`config.mk`:
```
export PLATFORM = sky130hd
export DESIGN_NAME = sawtooth_phase_oscillator_core
export DESIGN_NICKNAME = d
export VERILOG_FILES = /design/src/hdl/spo_pkg.sv /design/src/hdl/sawtooth_phase_oscillator_core.sv
export SDC_FILE = /design/constraint.sdc
export NUM_CORES = 2
export LEC_CHECK = 0
export ABC_AREA = 1
export BUFFER_PORTS_ARGS = -buffer_cell sky130_fd_sc_hd__buf_2
export CAP_MARGIN = 15
export CELL_PAD_IN_SITES_DETAIL_PLACEMENT = 0
export CELL_PAD_IN_SITES_GLOBAL_PLACEMENT = 1
export CORE_MARGIN = 2
export CORE_UTILIZATION = 44
export CTS_CLUSTER_DIAMETER = 200
export DETAILED_ROUTE_END_ITERATION = 12
export PLACE_DENSITY = 0.73
export SKIP_LAST_GASP = 1
export SLEW_MARGIN = 20
export SYNTH_ARGS = -nofsm -noshare
export SYNTH_HDL_FRONTEND = slang
export SYNTH_SLANG_ARGS = --single-unit
```
`constraint.sdc`:
```
create_clock -name i_clk -period 19.45 [get_ports i_clk]
set_input_delay 3.89 -clock i_clk [delete_from_list [all_inputs] [get_ports i_clk]]
set_output_delay 3.89 -clock i_clk [all_outputs]
set_load 0.01 [all_outputs]
```
`src/hdl/spo_pkg.sv`:
```
package spo_pkg;

    localparam int PHASE_BITS     = 24;
    localparam int MAX_BLOCK_LOG2 = 6;

    localparam int FREQ_W     = 24;
    localparam int OUT_W      = 24;
    localparam int START_W    = 24;
    localparam int SCALE_W    = 32;
    localparam int KREG_W     = 3;
    localparam int CFG_DATA_W = 32;
    localparam int CFG_IDX_W  = 2;

    localparam int RAMP_W = PHASE_BITS + MAX_BLOCK_LOG2;
    localparam int CNT_W  = (MAX_BLOCK_LOG2 > 0) ? MAX_BLOCK_LOG2 : 1;
    localparam int K_MAXV = (MAX_BLOCK_LOG2 > 7) ? 7 : MAX_BLOCK_LOG2;

    localparam int PROD_W    = FREQ_W + SCALE_W + 1;
    localparam int INC_SHIFT = 48 - PHASE_BITS;
    localparam int INC_W     = PROD_W - INC_SHIFT;
    localparam int STEP_W    = INC_W + K_MAXV;

    localparam logic [KREG_W-1:0] BLOCK_LOG2_RESET = KREG_W'(6);

    typedef enum logic [CFG_IDX_W-1:0] {
        CFG_INCREMENT_SCALE = 2'd0,
        CFG_CONTROL_MODE    = 2'd1,
        CFG_BLOCK_SIZE_LOG2 = 2'd2,
        CFG_START_PHASE     = 2'd3
    } t_cfg_index;

endpackage

```
`src/hdl/sawtooth_phase_oscillator_core.sv`:
```
// sawtooth phase oscillator core
//
// input channel: i_in_valid / o_in_stall carry one signed Q16.8 frequency
// sample per transfer on i_frequency. output channel: o_out_valid /
// i_out_stall carry one signed Q1.23 saw sample per transfer on o_saw_sample,
// exactly one result for every input transfer, in order.
//
// an input transfer is held in the input register; when the output register
// is free or being read, the multiply, phase update and ramp results land in
// the output register and o_out_valid rises. throughput is one sample per
// cycle: with no receiver stall both registers move on every edge.
//
// when the receiver stalls, the output register holds and the input register
// still takes one more sample; o_in_stall rises only when both are full.
// configuration writes (i_cfg_we, i_cfg_index, i_cfg_data) take effect at the
// write edge; writing the start phase reloads the phase at once.
// reset clears the valid flags of both pipeline registers and loads the register reset values.
module sawtooth_phase_oscillator_core (
    input  logic                                 i_clk,
    input  logic                                 i_rst_n,
    input  logic                                 i_cfg_we,
    input  logic [spo_pkg::CFG_IDX_W-1:0]        i_cfg_index,
    input  logic [spo_pkg::CFG_DATA_W-1:0]       i_cfg_data,
    input  logic                                 i_in_valid,
    output logic                                 o_in_stall,
    input  logic signed [spo_pkg::FREQ_W-1:0]    i_frequency,
    output logic                                 o_out_valid,
    input  logic                                 i_out_stall,
    output logic signed [spo_pkg::OUT_W-1:0]     o_saw_sample
);
    import spo_pkg::*;

    localparam int PB  = PHASE_BITS;
    localparam int RW  = RAMP_W;
    localparam int PXW = PB + OUT_W;
    localparam int RXW = RW + OUT_W;
    localparam int SXW = PB + START_W;

    localparam int OUT_SHR = (PB >= OUT_W) ? PB - OUT_W : 0;
    localparam int OUT_SHL = (PB < OUT_W) ? OUT_W - PB : 0;
    localparam int RMP_SHR = (RW >= OUT_W) ? RW - OUT_W : 0;
    localparam int RMP_SHL = (RW < OUT_W) ? OUT_W - RW : 0;
    localparam int SP_SHL  = (PB >= START_W) ? PB - START_W : 0;
    localparam int SP_SHR  = (PB < START_W) ? START_W - PB : 0;

    localparam logic signed [STEP_W-1:0] STEP_LIM = STEP_W'((64'sd1 <<< PB) - 64'sd1);
    localparam logic signed [PB+1:0] SUM_ONE = (PB+2)'(64'sd1 <<< (PB - 1));
    localparam logic signed [PB+1:0] SUM_TWO = (PB+2)'(64'sd1 <<< PB);
    localparam logic signed [RW+1:0] RAMP_HI = (RW+2)'((64'sd1 <<< (RW - 1)) - 64'sd1);
    localparam logic signed [RW+1:0] RAMP_LO = -(RW+2)'(64'sd1 <<< (RW - 1));
    localparam logic [KREG_W-1:0] K_MAX = KREG_W'(K_MAXV);

    logic [SCALE_W-1:0]       r_inc_scale;
    logic                     r_control_mode;
    logic [KREG_W-1:0]        r_block_log2;
    logic signed [PB-1:0]     r_phase, n_phase;
    logic signed [RW-1:0]     r_ramp, n_ramp;
    logic signed [RW:0]       r_slope, n_slope;
    logic [CNT_W-1:0]         r_cnt, n_cnt;
    logic                     r_in_valid;
    logic signed [FREQ_W-1:0] r_freq;
    logic                     r_out_valid;
    logic signed [OUT_W-1:0]  r_saw, n_saw;

    logic                     adv;
    logic                     ld_start;
    logic [KREG_W-1:0]        k;
    logic signed [PROD_W-1:0] prod;
    logic signed [INC_W-1:0]  inc;
    logic signed [STEP_W-1:0] step_raw;
    logic signed [PB:0]       step_sat;
    logic signed [PB+1:0]     sum, sum_wrap;
    logic signed [RW-1:0]     target;
    logic signed [RW:0]       diff, slope_use;
    logic signed [RW+1:0]     ramp_sum;
    logic signed [PXW-1:0]    phase_x;
    logic signed [RXW-1:0]    ramp_x;
    logic signed [SXW-1:0]    start_x;
    logic [CNT_W:0]           cnt_inc;
    logic                     block_start;

    assign adv         = r_in_valid && (!r_out_valid || !i_out_stall);
    assign o_in_stall  = r_in_valid && !adv;
    assign o_out_valid = r_out_valid;
    assign o_saw_sample = r_saw;
    assign ld_start    = i_cfg_we && (t_cfg_index'(i_cfg_index) == CFG_START_PHASE);

    always_comb begin
        k = (r_block_log2 > K_MAX) ? K_MAX : r_block_log2;

        prod = r_freq * $signed({1'b0, r_inc_scale});
        inc  = $signed(prod[PROD_W-1:INC_SHIFT]);

        block_start = !r_control_mode || (r_cnt == '0);

        // step is increment times block length in control mode
        step_raw = STEP_W'(inc) <<< (r_control_mode ? k : KREG_W'(0));
        if (step_raw > STEP_LIM) begin
            step_sat = (PB+1)'(STEP_LIM);
        end else if (step_raw < -STEP_LIM) begin
            step_sat = (PB+1)'(-STEP_LIM);
        end else begin
            step_sat = step_raw[PB:0];
        end

        sum = (PB+2)'(r_phase) + (PB+2)'(step_sat);
        if (sum >= SUM_ONE) begin
            sum_wrap = sum - SUM_TWO;
        end else if (sum < -SUM_ONE) begin
            sum_wrap = sum + SUM_TWO;
        end else begin
            sum_wrap = sum;
        end

        target    = RW'(r_phase) <<< MAX_BLOCK_LOG2;
        diff      = (RW+1)'(target) - (RW+1)'(r_ramp);
        slope_use = (r_cnt == '0) ? (diff >>> k) : r_slope;
        ramp_sum  = (RW+2)'(r_ramp) + (RW+2)'(slope_use);

        phase_x = (PXW'(r_phase) >>> OUT_SHR) <<< OUT_SHL;
        ramp_x  = (RXW'(r_ramp) >>> RMP_SHR) <<< RMP_SHL;
        start_x = (SXW'($signed(i_cfg_data[START_W-1:0])) <<< SP_SHL) >>> SP_SHR;

        cnt_inc = (CNT_W+1)'(r_cnt) + (CNT_W+1)'(1);

        n_phase = block_start ? sum_wrap[PB-1:0] : r_phase;
        if (!r_control_mode) begin
            n_saw   = phase_x[OUT_W-1:0];
            n_ramp  = target;
            n_slope = '0;
            n_cnt   = '0;
        end else begin
            n_saw = ramp_x[OUT_W-1:0];
            if (ramp_sum > RAMP_HI) begin
                n_ramp = RAMP_HI[RW-1:0];
            end else if (ramp_sum < RAMP_LO) begin
                n_ramp = RAMP_LO[RW-1:0];
            end else begin
                n_ramp = ramp_sum[RW-1:0];
            end
            n_slope = slope_use;
            if (cnt_inc >= ((CNT_W+1)'(1) << k)) begin
                n_cnt = '0;
            end else begin
                n_cnt = cnt_inc[CNT_W-1:0];
            end
        end
    end

    always_ff @(posedge i_clk) begin
        if (!i_rst_n) begin
            r_inc_scale    <= '0;
            r_control_mode <= 1'b0;
            r_block_log2   <= BLOCK_LOG2_RESET;
            r_phase        <= '0;
            r_ramp         <= '0;
            r_slope        <= '0;
            r_cnt          <= '0;
            r_in_valid     <= 1'b0;
            r_out_valid    <= 1'b0;
        end else begin
            // input register
            if (i_in_valid && !o_in_stall) begin
                r_in_valid <= 1'b1;
            end else if (adv) begin
                r_in_valid <= 1'b0;
            end

            // output register
            if (adv) begin
                r_out_valid <= 1'b1;
            end else if (!i_out_stall) begin
                r_out_valid <= 1'b0;
            end

            if (ld_start) begin
                r_phase <= start_x[PB-1:0];
            end else if (adv) begin
                r_phase <= n_phase;
            end

            if (adv) begin
                r_ramp  <= n_ramp;
                r_slope <= n_slope;
                r_cnt   <= n_cnt;
            end

            if (i_cfg_we) begin
                case (t_cfg_index'(i_cfg_index))
                    CFG_INCREMENT_SCALE: r_inc_scale    <= i_cfg_data[SCALE_W-1:0];
                    CFG_CONTROL_MODE:    r_control_mode <= i_cfg_data[0];
                    CFG_BLOCK_SIZE_LOG2: r_block_log2   <= i_cfg_data[KREG_W-1:0];
                    default: ;
                endcase
            end
        end
    end

    // payload registers
    always_ff @(posedge i_clk) begin
        if (i_in_valid && !o_in_stall) begin
            r_freq <= i_frequency;
        end
        if (adv) begin
            r_saw <= n_saw;
        end
    end

endmodule

```
==> results.toml <==
[sta]
fmax_mhz = 86.5
setup_slack_ns = 7.89
slew-limit-headroom = 0.274
tightest_slew_ns = 1.09
hold_viol = 0
setup_viol = 0
fin_tns_setup_ns = 0
fin_crit_sh = 0.594
fin_crit_ns = 11.56
drv_slew = 0
rsz0062_at_grt = "no"
skew_ns = 0.0280

[clock_network]
cts_made_buffers = 17
cts_hold_buf = 0
cts.clk_slew.worst_paths_ns = 0.08
cts_tree = "built"
htreeDepth = 4
clock_sinks = 177
cts_setup_buffers = 0
cts-root-buf = "clkbuf_16"
cts_resized = 0
clock_path_buffers = 2
clkLatencyLatePin_ns = 0.52

[power_and_ir_drop]
combPwrFrac = 0.847
switching_share = 0.611
irDropWorstVdd_v = 0.000136
power.leakage_nw = 23.6
p_per_area_nw_per_um2 = 130
power_w = 0.00554
switching_power_w = 0.00338
p_int_w = 0.00216
p_clk_frac = 0.068
seq_power_share = 0.086

[setup_path]
critPathArrivalTime_ns = 11.95
cpPeakStageDelay_ns = 0.96
cp-start-kind = "register"
critical_path_class = "reg -> reg"
cpMaxStageDelayCell = "dfxtp_1"
cpMostUsedCell = "nand2_1"
cp.required_ns = 19.84
cp_max_fo = 15
crit_path_end_kind = "register"

[placement]
dp_slack_ns = 8.02
place_area_um2 = 41900
hpwl_um = 107000
gp_congestion = 0.989
portBuffers = 88
dp.cells = 6814

[logic_synthesis]
synth-seq-cells = 177
yosys.area.top_type_share = 0.327
synth_cell_types = 61
ys.flop_type = "dfxtp_1"
synthTopCellsByArea = "fa_1 33%, nand2_1 15%, inv_1 13%"
yosysSeqAreaShare = 0.0998
syn_nets = 6748
synth_edf_count = 48
yosys.area.top_type = "fa_1"
synth_cells = 5722
synth-async-reset-ratio = 0
avgSynthCellArea_um2 = 7.05
syn-cell-area_um2 = 40300
yosys_warnings = 0

[layout]
ff_latch_area_um2 = 4030
multiInputGateArea_um2 = 30100
drive_gt1_frac = 0.0557
area_delta_synth_final_pct = 5.30
fin_area_um2 = 42500
fillers = 9389
nets = 6673
stdcell_count = 6847

[routing]
avgRoutedWirePerCell_um = 20.1
drtAntennaViolNets = 0
first_pass_iters = 8
drt_iter0_drc = 2809
viasPerCell = 5.20
drc = 0
wl_um = 138000
num_vias = 35600

[global_route]
grt_util_all_layers = 0.303
grt_pass1_wl_um = 217000
antenna_found_initial = 0
grt_max_degree = 78
grt_overflow_total = 0
grt_pass1_vias = 36500

[floorplan]
io_pins = 89
dieArea_um2 = 94100
die_x_um = 307
die_h_um = 307
num_rows = 111
core_um2 = 91200
start_util = 0.442

[outcome]
outcome = "complete, no violations"

[worst_hold_path]
hold_class = "reg -> reg"

[flow_run]
maxCapViolations = 0
-- worst max-delay path: cells and delay by family, from the launching register on --
kind / cells / cell delay, ns
fa+ha+maj: 9 / 4.41
simple gates: 29 / 3.70
compound gates: 8 / 1.34
buf+inv: 8 / 1.02
flops: 1 / 0.96
-- cell type report --
class                           instances  share of cell area
Clock buffer                           17              0.0100
Antenna cell                            1           0.0000589
Inverter                             1383               0.122
Timing Repair Buffer                  167              0.0243
Multi-Input combinational cell       3901               0.709
Clock inverter                         15             0.00433
Tap cell                             1186              0.0349
Sequential cell                       177              0.0949
-- synthesized netlist by cell type, types with 43 or more instances --
cell and number:
a21oi_1 239, clkbuf_1 232, dfxtp_1 129, edfxtp_1 48, fa_1 659, ha_1 304, inv_1 1349, nand2_1 1625
nand3_1 287, nor2_1 286, o21ai_0 158, xor2_1 43
-- placed cells by master (no fill, tap or decap), types with 43 or more instances in the layout --
master    instances
edfxtp_1         48
inv_1          1347
a21oi_1         239
buf_4            79
xor2_1           43
nand2_1        1625
nand3_1         287
nor2_1          283
fa_1            659
ha_1            304
o21ai_0         158
buf_2            88
dfxtp_1         124
-- stage by stage --
stage / util / hold WS [ns]
2_1_floorplan: - / 0.441
4_1_cts: 0.465 / 0.468
6_report: 0.465 / 0.465
5_1_grt: 0.465 / 0.488
3_3_place_gp: 0.459 / 0.449
3_5_place_dp: 0.459 / 0.456
-- cell families (layout without fill, tap and decap cells) --
| logic type | count (synthesis) | count (layout) | share of synthesized area |
|---|---|---|---|
| fa+ha+maj | 963 | 963 | 0.421 |
| mux | 4 | 4 | 0.000993 |
| buf+inv | 1644 | 1582 | 0.154 |
| compound gates | 547 | 547 | 0.0760 |
| flops | 177 | 177 | 0.0998 |
| other cells | 0 | 1 | 0 |
| xor+xnor | 75 | 75 | 0.0163 |
| simple gates | 2312 | 2312 | 0.232 |
-- power groups by stage --
stage	combinational (W)	clock, W	sequential (W)
after floorplan	0.00333	0	0.000450
after global placement	0.00465	0	0.000479
after detailed placement	0.00465	0	0.000479
after CTS	0.00468	0.000385	0.000471
after global routing	0.00533	0.000395	0.000476
final	0.00469	0.000374	0.000474
-- per-layer routing --
layer / GRT usage / vias up / share of wire
li1: - / 16800 / -
met2: 0.493 / 1032 / 0.46
met5: 0 / - / 0
met4: 0.0958 / 0 / 0.033
met1: 0.425 / 17500 / 0.45
met3: 0.0314 / 182 / 0.053
-- path summary, 6_finish.rpt --
path,endpoint,slack (ns),startpoint,cells past startpoint
worst max-delay path,r_phase[22],7.89,r_inc_scale[13],54
worst min-delay path,r_slope[21],0.46,r_slope[21],2
worst max register to register,r_phase[22],7.89,r_inc_scale[13],54
worst min register to register,r_slope[21],0.46,r_slope[21],2
-- state kept, by name, summed over array words and instances (netlist names) --
name	flops
o_out_valid	1
o_saw_sample	24
r_block_log2	3
r_cnt	6
r_control_mode	1
r_freq	24
r_in_valid	1
r_inc_scale	32
r_phase	24
r_ramp	30
r_slope	31
Note: power is estimated with default switching activity, not from simulation.
